### src/sv/mtf_pkg.sv
`timescale 1ns / 1ps
// ----------------------------------------------------------------------------
// mtf_pkg: shared types and constants for the transmit fragmenter
// Field widths, status codes and the structs passed between the sequencer
// and the fragment step unit.
// ----------------------------------------------------------------------------
package mtf_pkg;

    // Field widths
    localparam int PREFIX_W = 6;
    localparam int BODY_W   = 12;
    localparam int MTU_W    = 13;
    localparam int STREAM_W = 13;   // prefix + body
    localparam int POS_W    = 14;   // stream position plus one mtu
    localparam int OFF_W    = 12;
    localparam int BYTES_W  = 13;
    localparam int SEQ_W    = 2;

    localparam logic [MTU_W-1:0] MTU_RESET = 13'd64;

    typedef enum logic
    {
        STATUS_OK      = 1'b0,
        STATUS_INVALID = 1'b1
    } status_t;

    // One fragment descriptor as held in the output register
    typedef struct packed
    {
        status_t              status;
        logic                 start_of_message;
        logic                 end_of_message;
        logic [SEQ_W-1:0]     packet_sequence;
        logic                 carries_prefix;
        logic [OFF_W-1:0]     source_offset;
        logic [BYTES_W-1:0]   body_bytes;
        logic                 last;
    } frag_out_t;

    // Result of one pass through the step unit
    typedef struct packed
    {
        logic                 carries_prefix;
        logic                 final_frag;
        logic [OFF_W-1:0]     source_offset;
        logic [BYTES_W-1:0]   body_bytes;
        logic [POS_W-1:0]     next_start;
    } frag_step_t;

endpackage

### src/sv/mtf_if.sv
`timescale 1ns / 1ps
// ----------------------------------------------------------------------------
// mtf_if: valid/ready channels of the transmit fragmenter
// Message descriptor input, fragment descriptor output and MTU write port.
// ----------------------------------------------------------------------------

interface mtf_msg_if;
    logic        valid;
    logic        ready;
    logic [5:0]  prefix_length;
    logic [11:0] body_length;

    modport source (output valid, output prefix_length, output body_length, input ready);
    modport sink   (input valid, input prefix_length, input body_length, output ready);
endinterface

interface mtf_frag_if;
    logic        valid;
    logic        ready;
    logic        status;
    logic        start_of_message;
    logic        end_of_message;
    logic [1:0]  packet_sequence;
    logic        carries_prefix;
    logic [11:0] source_offset;
    logic [12:0] body_bytes;
    logic        last;

    modport source
    (
        output valid, output status, output start_of_message, output end_of_message,
        output packet_sequence, output carries_prefix, output source_offset,
        output body_bytes, output last, input ready
    );
    modport sink
    (
        input valid, input status, input start_of_message, input end_of_message,
        input packet_sequence, input carries_prefix, input source_offset,
        input body_bytes, input last, output ready
    );
endinterface

interface mtf_cfg_if;
    logic        valid;
    logic        ready;
    logic [12:0] mtu;

    modport source (output valid, output mtu, input ready);
    modport sink   (input valid, input mtu, output ready);
endinterface

### src/sv/mtf_step_unit.sv
`timescale 1ns / 1ps
// ----------------------------------------------------------------------------
// mtf_step_unit: shared fragment step datapath
// From the current stream position, works out one fragment's clipped end,
// body byte count, body offset and prefix flag, and the next start position.
// ----------------------------------------------------------------------------
module mtf_step_unit
    import mtf_pkg::*;
(
    input  logic [POS_W-1:0]    start,
    input  logic [MTU_W-1:0]    mtu,
    input  logic [PREFIX_W-1:0] prefix_length,
    input  logic [STREAM_W-1:0] stream_length,
    output frag_step_t          step
);

    logic [POS_W-1:0] stop_raw;
    logic [POS_W-1:0] stop;
    logic [POS_W-1:0] pre_pos;
    logic [POS_W-1:0] body_start;
    logic [POS_W-1:0] body_stop;
    logic [POS_W-1:0] bytes;
    logic [POS_W-1:0] offset;

    // Fragment end, clipped to the end of the stream
    assign stop_raw = start + POS_W'(mtu);
    assign stop     = (stop_raw >= POS_W'(stream_length)) ? POS_W'(stream_length) : stop_raw;

    // Body window of this fragment
    assign pre_pos    = POS_W'(prefix_length);
    assign body_start = (start > pre_pos) ? start : pre_pos;
    assign body_stop  = (stop > pre_pos) ? stop : pre_pos;
    assign bytes      = body_stop - body_start;
    assign offset     = (bytes != '0) ? (body_start - pre_pos) : '0;

    always_comb
    begin
        step.carries_prefix = (start < pre_pos);
        step.final_frag     = (stop_raw >= POS_W'(stream_length));
        step.source_offset  = offset[OFF_W-1:0];
        step.body_bytes     = bytes[BYTES_W-1:0];
        step.next_start     = stop_raw;
    end

endmodule

### src/sv/mctp_tx_fragmenter.sv
`timescale 1ns / 1ps
// The first fragment descriptor passes the check state, then the emit state, into the output register.
// A message gives one fragment per cycle through the shared step unit while the output is
//   not stalled; an empty or oversized message gives a single error result.
// The output register lets the next message be taken while the final descriptor waits.
// Reset (rst_n low, async): sequencer idle, output empty, MTU back to 64.
// ----------------------------------------------------------------------------
// mctp_tx_fragmenter: MCTP transmit fragment descriptor generator
// Takes a message descriptor (prefix and body length) and emits one
// descriptor per MTU-sized fragment, or one error result for an empty or
// oversized message.
// ----------------------------------------------------------------------------
module mctp_tx_fragmenter
    import mtf_pkg::*;
#(
    parameter int MIN_MTU       = 64,
    parameter int MAX_FRAGMENTS = 64
)
(
    input  logic       clk,
    input  logic       rst_n,
    mtf_cfg_if.sink    cfg,
    mtf_msg_if.sink    msg,
    mtf_frag_if.source frag
);

    localparam int IDX_W = $clog2(MAX_FRAGMENTS);
    localparam int LIM_W = MTU_W + $clog2(MAX_FRAGMENTS + 1);

    typedef enum logic [1:0]
    {
        S_IDLE,
        S_CHECK,
        S_EMIT
    } state_t;

    state_t              state_reg,     state_next;
    logic [MTU_W-1:0]    mtu_reg,       mtu_next;
    logic [LIM_W-1:0]    limit_reg,     limit_next;
    logic [PREFIX_W-1:0] pre_reg,       pre_next;
    logic [STREAM_W-1:0] stream_reg,    stream_next;
    logic                body_zero_reg, body_zero_next;
    logic [POS_W-1:0]    start_reg,     start_next;
    logic [IDX_W-1:0]    idx_reg,       idx_next;
    logic                out_valid_reg, out_valid_next;
    frag_out_t           out_reg,       out_next;

    logic                out_free;
    frag_step_t          step;

    // Shared step unit
    mtf_step_unit u_step
    (
        .start         (start_reg),
        .mtu           (mtu_reg),
        .prefix_length (pre_reg),
        .stream_length (stream_reg),
        .step          (step)
    );

    assign out_free  = !out_valid_reg || frag.ready;
    assign msg.ready = (state_reg == S_IDLE);
    assign cfg.ready = 1'b1;

    // Sequencer and output register next state
    always_comb
    begin
        state_next     = state_reg;
        mtu_next       = mtu_reg;
        limit_next     = limit_reg;
        pre_next       = pre_reg;
        stream_next    = stream_reg;
        body_zero_next = body_zero_reg;
        start_next     = start_reg;
        idx_next       = idx_reg;
        out_valid_next = out_valid_reg && !frag.ready;
        out_next       = out_reg;

        // MTU write; values below the minimum are dropped
        if (cfg.valid && (cfg.mtu >= MTU_W'(MIN_MTU)))
        begin
            mtu_next   = cfg.mtu;
            limit_next = LIM_W'(cfg.mtu) * LIM_W'(MAX_FRAGMENTS);
        end

        case (state_reg)
            S_IDLE:
            begin
                if (msg.valid)
                begin
                    pre_next       = msg.prefix_length;
                    stream_next    = STREAM_W'(msg.prefix_length) + STREAM_W'(msg.body_length);
                    body_zero_next = (msg.body_length == '0);
                    state_next     = S_CHECK;
                end
            end
            S_CHECK:
            begin
                // Empty body or more fragments than allowed: single error result
                if (body_zero_reg || (LIM_W'(stream_reg) > limit_reg))
                begin
                    if (out_free)
                    begin
                        out_valid_next  = 1'b1;
                        out_next        = '0;
                        out_next.status = STATUS_INVALID;
                        out_next.last   = 1'b1;
                        state_next      = S_IDLE;
                    end
                end
                else
                begin
                    start_next = '0;
                    idx_next   = '0;
                    state_next = S_EMIT;
                end
            end
            S_EMIT:
            begin
                if (out_free)
                begin
                    out_valid_next                = 1'b1;
                    out_next.status               = STATUS_OK;
                    out_next.start_of_message     = (idx_reg == '0);
                    out_next.end_of_message       = step.final_frag;
                    out_next.packet_sequence      = SEQ_W'(idx_reg);
                    out_next.carries_prefix       = step.carries_prefix;
                    out_next.source_offset        = step.source_offset;
                    out_next.body_bytes           = step.body_bytes;
                    out_next.last                 = step.final_frag;
                    start_next                    = step.next_start;
                    idx_next                      = idx_reg + IDX_W'(1);
                    if (step.final_frag)
                    begin
                        state_next = S_IDLE;
                    end
                end
            end
            default:
            begin
                state_next = S_IDLE;
            end
        endcase
    end

    // State and registered outputs
    always_ff @(posedge clk or negedge rst_n)
    begin
        if (!rst_n)
        begin
            state_reg     <= S_IDLE;
            mtu_reg       <= MTU_RESET;
            limit_reg     <= LIM_W'(MTU_RESET) * LIM_W'(MAX_FRAGMENTS);
            pre_reg       <= '0;
            stream_reg    <= '0;
            body_zero_reg <= 1'b0;
            start_reg     <= '0;
            idx_reg       <= '0;
            out_valid_reg <= 1'b0;
            out_reg       <= '0;
        end
        else
        begin
            state_reg     <= state_next;
            mtu_reg       <= mtu_next;
            limit_reg     <= limit_next;
            pre_reg       <= pre_next;
            stream_reg    <= stream_next;
            body_zero_reg <= body_zero_next;
            start_reg     <= start_next;
            idx_reg       <= idx_next;
            out_valid_reg <= out_valid_next;
            out_reg       <= out_next;
        end
    end

    // Output port
    assign frag.valid            = out_valid_reg;
    assign frag.status           = out_reg.status;
    assign frag.start_of_message = out_reg.start_of_message;
    assign frag.end_of_message   = out_reg.end_of_message;
    assign frag.packet_sequence  = out_reg.packet_sequence;
    assign frag.carries_prefix   = out_reg.carries_prefix;
    assign frag.source_offset    = out_reg.source_offset;
    assign frag.body_bytes       = out_reg.body_bytes;
    assign frag.last             = out_reg.last;

    // Checks
    a_err_is_last: assert property (@(posedge clk) disable iff (!rst_n)
        (frag.valid && (frag.status == STATUS_INVALID)) |-> (frag.last && !frag.start_of_message))
        else $error("error result not marked last");

    a_eom_last: assert property (@(posedge clk) disable iff (!rst_n)
        (frag.valid && frag.end_of_message) |-> (frag.last && (frag.status == STATUS_OK)))
        else $error("end of message without last");

    a_mtu_range: assert property (@(posedge clk) disable iff (!rst_n)
        (mtu_reg >= MTU_W'(MIN_MTU)) || (mtu_reg == MTU_RESET))
        else $error("mtu register below minimum");

    a_busy_after_accept: assert property (@(posedge clk) disable iff (!rst_n)
        (msg.valid && msg.ready) |=> !msg.ready)
        else $error("message accepted while busy");

    a_emit_in_stream: assert property (@(posedge clk) disable iff (!rst_n)
        (state_reg == S_EMIT) |-> (start_reg < POS_W'(stream_reg)))
        else $error("fragment start past end of stream");

endmodule

### src/flat_wrapper.sv
// flat-port wrapper written by rule: the top's interface ports become plain ports
module mctp_tx_fragmenter_flat import mtf_pkg::*;
#(
    parameter int MIN_MTU       = 64,
    parameter int MAX_FRAGMENTS = 64
)
  (clk, rst_n, cfg_valid, cfg_mtu, cfg_ready, msg_valid, msg_prefix_length, msg_body_length, msg_ready, frag_valid, frag_status, frag_start_of_message, frag_end_of_message, frag_packet_sequence, frag_carries_prefix, frag_source_offset, frag_body_bytes, frag_last, frag_ready);
  mtf_cfg_if cfg_i ();
  mtf_msg_if msg_i ();
  mtf_frag_if frag_i ();
  input  logic clk;
  input  logic rst_n;
  input wire logic [$bits(cfg_i.valid)-1:0] cfg_valid;
  input wire logic [$bits(cfg_i.mtu)-1:0] cfg_mtu;
  output wire logic [$bits(cfg_i.ready)-1:0] cfg_ready;
  input wire logic [$bits(msg_i.valid)-1:0] msg_valid;
  input wire logic [$bits(msg_i.prefix_length)-1:0] msg_prefix_length;
  input wire logic [$bits(msg_i.body_length)-1:0] msg_body_length;
  output wire logic [$bits(msg_i.ready)-1:0] msg_ready;
  output wire logic [$bits(frag_i.valid)-1:0] frag_valid;
  output wire logic [$bits(frag_i.status)-1:0] frag_status;
  output wire logic [$bits(frag_i.start_of_message)-1:0] frag_start_of_message;
  output wire logic [$bits(frag_i.end_of_message)-1:0] frag_end_of_message;
  output wire logic [$bits(frag_i.packet_sequence)-1:0] frag_packet_sequence;
  output wire logic [$bits(frag_i.carries_prefix)-1:0] frag_carries_prefix;
  output wire logic [$bits(frag_i.source_offset)-1:0] frag_source_offset;
  output wire logic [$bits(frag_i.body_bytes)-1:0] frag_body_bytes;
  output wire logic [$bits(frag_i.last)-1:0] frag_last;
  input wire logic [$bits(frag_i.ready)-1:0] frag_ready;
  assign cfg_i.valid = cfg_valid;
  assign cfg_i.mtu = cfg_mtu;
  assign cfg_ready = cfg_i.ready;
  assign msg_i.valid = msg_valid;
  assign msg_i.prefix_length = msg_prefix_length;
  assign msg_i.body_length = msg_body_length;
  assign msg_ready = msg_i.ready;
  assign frag_valid = frag_i.valid;
  assign frag_status = frag_i.status;
  assign frag_start_of_message = frag_i.start_of_message;
  assign frag_end_of_message = frag_i.end_of_message;
  assign frag_packet_sequence = frag_i.packet_sequence;
  assign frag_carries_prefix = frag_i.carries_prefix;
  assign frag_source_offset = frag_i.source_offset;
  assign frag_body_bytes = frag_i.body_bytes;
  assign frag_last = frag_i.last;
  assign frag_i.ready = frag_ready;
  mctp_tx_fragmenter #(.MIN_MTU(MIN_MTU), .MAX_FRAGMENTS(MAX_FRAGMENTS)) u_core (.clk(clk), .rst_n(rst_n), .cfg(cfg_i), .msg(msg_i), .frag(frag_i));
endmodule
### config.mk
export PLATFORM = sky130hd
export DESIGN_NAME = mctp_tx_fragmenter_flat
export DESIGN_NICKNAME = d
export VERILOG_FILES = /design/src/sv/mtf_pkg.sv /design/src/sv/mtf_if.sv /design/src/sv/mtf_step_unit.sv /design/src/sv/mctp_tx_fragmenter.sv /design/src/flat_wrapper.sv
export SDC_FILE = /design/constraint.sdc
export NUM_CORES = 1
export LEC_CHECK = 0
export BUFFER_PORTS_ARGS = -buffer_cell sky130_fd_sc_hd__buf_2
export CAP_MARGIN = 20
export CORE_AREA = 5 5 110 153
export CTS_BUF_LIST = sky130_fd_sc_hd__clkbuf_2
export CTS_CLUSTER_SIZE = 30
export DETAILED_ROUTE_END_ITERATION = 10
export DIE_AREA = 0 0 115 158
export PLACE_DENSITY_LB_ADDON = 0.05
export SLEW_MARGIN = 20
export SYNTH_ARGS = -nofsm -noshare
export SYNTH_HDL_FRONTEND = slang
export SYNTH_SLANG_ARGS = --single-unit
### constraint.sdc
create_clock -name clk -period 10 [get_ports clk]
set_input_delay 0 -clock clk [delete_from_list [all_inputs] [get_ports clk]]
set_output_delay 0 -clock clk [all_outputs]
set_load 0.01 [all_outputs]
Yosys cells after proc, flatten, opt, wreduce, memory -nomap -nowiden
Cells that the tools add are included.
Cells by class
  add/sub/neg operators: 5
  multipliers: 0
  div/mod/pow operators: 0
  order comparisons: 6
  equality and inequality tests: 9
  shift operators: 0
  multiplexer cells: 23
  bitwise logic cells: 0
  reduce and logical (&&, ||, !) cells: 15
Operator list (count)
  two-way mux 32 bit: 3
  two-way mux 14 bit: 5
  one-hot mux 32 bit (2 select lines): 1
  > comparator 14 x 6 -> 1 bit: 2
  one-hot mux 14 bit (2 select lines): 1
  > comparator 13 x 19 -> 1 bit: 1
  adder 14 x 13 -> 14 bit: 1
  greater-or-equal comparator 14 x 13 -> 1 bit: 1
  < comparator 14 x 6 -> 1 bit: 1
  nonzero test 14 bit: 1
  subtractor 14 bit: 1
  adder 6 x 12 -> 13 bit: 1
  greater-or-equal comparator 13 x 7 -> 1 bit (second input constant): 1
  logical NOT 12 bit: 1
  two-way mux 12 bit: 1
  two-way mux 6 bit: 2
  one-hot mux 6 bit (2 select lines): 1
  subtractor 12 x 6 -> 12 bit: 1
  two-way mux 2 bit: 5
  != test 2 x 1 -> 1 bit (second input constant): 4
  AND reduction 4 bit: 2
  adder 6 x 1 -> 6 bit (second input constant): 1
  logical NOT 6 bit: 1
  one-hot mux 2 bit (3 select lines): 1
  13 further kinds: 18
Storage, ports and cells
  register bits: 88
  bits in latches: 0
  memory bits (writable): 0
  memory bits (read-only): 0
  input bits: 36
  output and inout bits: 35
  logic and storage cells: 74
  memories kept: 0

Depth between registers and ports, before layout
  depth in word-level cells: 10
  gate-level depth with buffers: 37
  gate-level depth less buffers: 34

Hierarchy
Synthesis repeated with hierarchy kept, for this count alone.
Unflattened totals
  cells, all modules: 758
  area, all modules: 6846.6 µm²
By module, submodules not included
  mctp_tx_fragmenter: instances 1, cells each 386, area an instance 4147.7 µm², seq. area each 2203.4 µm²
  mtf_step_unit: instances 1, cells each 372, area an instance 2698.8 µm², seq. area each 0.0 µm²

Worst setup path after synthesis
Ideal clock, no wire load.
  kind: reg-to-reg
  start: register u_core.start_reg[0]
  end: register u_core.out_reg (netlist bit u_core.frag.source_offset[8])
  setup time: 126 ps
  data arrival time: 8425 ps
  data required time: 9874 ps
  slack: 1448 ps
  cell stages (with the launch flop): 35
  buffers on the path: 2
  cells stage by stage: dfrtp_1 > ha_1 > fa_1 > a211oi_2 > o211ai_1 > a31o_1 > a21oi_1 > xnor2_1 > ha_1 > nand3_1 > o221ai_1 > a21o_1 > a221oi_1 > nand3_1 > buf_2 > mux2_2 > ha_1 > a21oi_1 > a21boi_0 > o32ai_1 > nand2b_1 > or4_4 > nor4_4 > mux2i_2 > o221a_1 > ha_1 > nor3_1 > or4b_1 > a31o_1 > a21oi_1 > xor2_1 > or4_1 > nor4b_2 > buf_2 > o21ai_1
On the way
  longest elaborated chain between the ends: 10
  elaborated cells between the ends (all ways): 13
RTL lines
  start: declaration: RTL line mctp_tx_fragmenter.sv:43  | logic [POS_W-1:0] start_reg, start_next;
  start signal: assignment: RTL line mctp_tx_fragmenter.sv:170  | start_reg <= start_next;
  adder 14 x 13 -> 14 bit: RTL line mtf_step_unit.sv:26  | assign stop_raw = start + POS_W'(mtu);
  greater-or-equal comparator 14 x 13 -> 1 bit: RTL line mtf_step_unit.sv:27  | assign stop = (stop_raw >= POS_W'(stream_length)) ? POS_W'(stream_length) : stop_raw;
  two-way mux 14 bit: RTL line mtf_step_unit.sv:27
  > comparator 14 x 6 -> 1 bit: RTL line mtf_step_unit.sv:32  | assign body_stop = (stop > pre_pos) ? stop : pre_pos;
  two-way mux 14 bit: RTL line mtf_step_unit.sv:32
  subtractor 14 bit: RTL line mtf_step_unit.sv:33  | assign bytes = body_stop - body_start;
  nonzero test 14 bit: RTL line mtf_step_unit.sv:34  | assign offset = (bytes != '0) ? (body_start - pre_pos) : '0;
  two-way mux 12 bit (*): RTL line mtf_step_unit.sv:34
  two-way mux 32 bit (*): RTL line mctp_tx_fragmenter.sv:120  | if (out_free)
  one-hot mux 32 bit (2 select lines) (*): RTL line mctp_tx_fragmenter.sv:86  | case (state_reg)
  end signal: assignment: RTL line mctp_tx_fragmenter.sv:173  | out_reg <= out_next;
  end: declaration: RTL line mctp_tx_fragmenter.sv:46  | frag_out_t out_reg, out_next;
Every way passes the cells marked *; elsewhere a longest branch is shown, timed or not. The select of a mux whose other input is x is not followed.
A chain may end at the register's enable or synchronous reset.

Final worst setup path
  start: register u_core.mtu_reg[0]
  end: register u_core.out_reg (netlist bit u_core.frag.source_offset[11])
On the way
  longest elaborated chain between the ends: 10
  elaborated cells between the ends (all ways): 14
RTL lines
  start: declaration: RTL line mctp_tx_fragmenter.sv:38  | logic [MTU_W-1:0] mtu_reg, mtu_next;
  start signal: assignment: RTL line mctp_tx_fragmenter.sv:165  | mtu_reg <= mtu_next;
  adder 14 x 13 -> 14 bit: RTL line mtf_step_unit.sv:26
  greater-or-equal comparator 14 x 13 -> 1 bit: RTL line mtf_step_unit.sv:27
  two-way mux 14 bit: RTL line mtf_step_unit.sv:27
  > comparator 14 x 6 -> 1 bit: RTL line mtf_step_unit.sv:32
  two-way mux 14 bit: RTL line mtf_step_unit.sv:32
  subtractor 14 bit: RTL line mtf_step_unit.sv:33
  nonzero test 14 bit: RTL line mtf_step_unit.sv:34
  two-way mux 12 bit: RTL line mtf_step_unit.sv:34
  two-way mux 32 bit: RTL line mctp_tx_fragmenter.sv:120
  one-hot mux 32 bit (2 select lines): RTL line mctp_tx_fragmenter.sv:86
Several ways; a longest one is shown, not always the timed one. The select of a mux whose other input is x is not followed.

==> impl_metrics.toml <==
[status]
status = "completed"

[grt]
busiest_layer = "met2"
antenna_found_initial = 1
grt_pass1_vias = 6031
grt_max_degree = 48
met2_usage_pct = 39.51
grt_overflow = 0
grt_usage_pct = 22.36
use_met1_pct = 26.90
gr-usage-met3_pct = 2.983
grt_pass1_wl_mm = 31.56

[setup_path]
cp-end-kind = "register"
worstSetupPathType = "register to register"
cpPeakStageDelay_ps = 500
cpMostUsedCell = "ha_1"
cp-start-kind = "register"
ff2ff_setup_slack_ps = 680
crit_family = "compound AO/OA/AOI/OAI gates"
worst-path-buf-inv = 1
crit_fanout = 12
cpMaxStageDelayCell = "or4_4"
required_ps = 10510
worstPathArrival_ps = 9830

[clock_network]
cts_root_buf = "clkbuf_2"
cts_tree = "yes"
path_clk_slew_ps = 270
insertion_delay_ps = 630
htree_levels = 3
cts_buffer_depth = 2
cts_made_buffers = 9
clock-sinks = 88
post_cts_resized = 0

[timing]
rsz0062_at_grt = "false"
worst_slack_ps = 682.9
tns_ps = 0
period_share_pct = 93.17
final-hold-violation-count = 0
final_max_slew_viol_count = 0
tightest_slew_ps = 913.8
setup_violations = 0
clock.fmax_mhz = 107.3
min_period_ps = 9317
max_slew_margin_pct = 39.08
clock_skew_ps = 41.08

[routing]
drc = 0
totalWireLength_mm = 19.81
vias_per_cell = 5.567
drt_pass1_iterations = 4
antenna_left = 0
vias = 6051
drt_iter0_drc = 352
wl_per_cell_um = 18.22

[synth]
synth_warnings = 0
yosysSeqAreaShare_pct = 32.61
syn_area_per_cell_um2 = 8.937
synth_edf_count = 0
syn_nets = 871
synthFlopType = "dfrtp_1"
async_flop_share_pct = 100.0
ys_ff_latch = 88
syn_area_um2 = 6756
synth_cell_types = 74
synthCells = 756

[finish]
stdcell_area_um2 = 8099
synthToLayoutAreaGrowth_pct = 19.87
fillers = 1456
largest_register_ffs = 14
layout_common_cells = "nand2_1, dfrtp_1, ha_1"
mostFrequentLayoutCell = "nand2_1"
drive_above_1_share_pct = 15.17
fin_cells = 1087
fin_nets = 1001

[floorplan]
start_util_pct = 43.86
core_um2 = 15400
fp.dieH_um = 158
dieArea_um2 = 18170
rows = 54
dieWidth_um = 115
io_pins = 71

[placed_design]
dpl.hpwl_mm = 15.28
io_buffers = 69
dp.cells = 1011
dpl-instance-area_um2 = 7368
gp_congestion = 0.9031
dp_slack_ps = 738.6

[job]
maxCapViolCount = 0

[worst_hold_path]
hp-class = "primary input to register"
==> Yosys cell counts (all sizes together) (8+ instances only) <==
library cell | instances | area [µm²]
nand3 | 15 | 75.07
nor4 | 8 | 65.06
dfrtp | 87 | 2177
a32oi | 9 | 78.83
nand4 | 9 | 56.30
mux2 | 23 | 259.0
a211oi | 8 | 70.06
a21oi | 39 | 198.9
nor2 | 32 | 120.1
nand2 | 100 | 375.4
or4 | 9 | 71.32
o21ai | 66 | 334.1
mux2i | 8 | 83.83
nor2b | 9 | 56.30
inv | 63 | 236.5
o31ai | 8 | 65.06
nor3 | 11 | 55.05
xor2 | 11 | 96.34
o21a | 9 | 67.56
xnor2 | 27 | 236.5
a22o | 17 | 148.9
ha | 75 | 938.4
a21o | 9 | 67.56
clkbuf | 18 | 67.56
==> through the flow <==
step                utilization, %  hold WS [ps]
finish                       52.57         141.3
global route                 52.57         119.6
CTS                          52.54         87.01
detailed placement           47.83         22.72
global placement             47.75         17.43
floorplan                        -        -295.6
==> worst reg2reg max path, delay by kind of cell, from the launching register on <==
kind / cells / cell delay (ps)
compound gates: 15 / 3140
simple gates: 9 / 2590
fa+ha+maj: 6 / 2010
flops: 1 / 470
xor+xnor: 2 / 400
mux: 1 / 400
buf+inv: 1 / 230
==> cell families after synthesis <==
| family | after synthesis | synth area share (%) |
|---|---|---|
| simple gates | 222 | 16.13 |
| compound gates | 211 | 21.15 |
| flops | 88 | 32.61 |
| buf+inv | 86 | 4.981 |
| fa+ha+maj | 79 | 15.07 |
| xor+xnor | 38 | 4.926 |
| mux | 31 | 5.074 |
| other cells | 1 | 0.05550 |
==> final cells by class <==
type                       instances  area [µm²]  share of cell area, %
antenna                            1       2.502                0.03090
clock buffer                       9       45.04                 0.5562
clock inverter                     6       70.07                 0.8651
inverter                          64       240.2                  2.966
multi-input combinational        582        4240                  52.36
sequential                        88        2203                  27.21
tap                              196       245.2                  3.028
timing repair buffer             141        1052                  12.99
==> per-layer routing <==
layer / share of wire, % / vias to the layer above / wire length (µm)
met4: 3.7 / 0 / 742
met1: 42 / 2851 / 8239
met3: 4.5 / 42 / 901
met2: 50 / 144 / 9922
li1: - / 3014 / -
met5: 0 / - / 0
==> timing repair <==
action                                  in CTS  in global routing
buffers inserted                             0                  0
hold endpoints to repair                   126                  0
hold buffers                                60                  0
endpoints found under the setup margin       0                  0
==> final timing paths <==
| path | startpoint | depth (start not counted) | endpoint |
|---|---|---|---|
| setup / recovery | u_core.mtu_reg[0]$_DFFE_PN0P_ | 34 | u_core.frag.source_offset[11]$_DFFE_PN0P_ |
| hold / removal | msg_prefix_length[2] | 3 | u_core.pre_reg[2]$_DFFE_PN0P_ |
| setup reg to reg | u_core.mtu_reg[0]$_DFFE_PN0P_ | 34 | u_core.frag.source_offset[11]$_DFFE_PN0P_ |
| hold reg to reg | u_core.frag.start_of_message$_DFFE_PN0P_ | 2 | u_core.frag.start_of_message$_DFFE_PN0P_ |
| max in group asynchronous | rst_n | 4 | u_core.frag.body_bytes[7]$_DFFE_PN0P_ |
| min in group asynchronous | rst_n | 3 | u_core.mtu_reg[6]$_DFFE_PN1P_ |
Power is not shown: default switching activity piles up to over one toggle a cycle in this logic, so the estimate is an artifact.
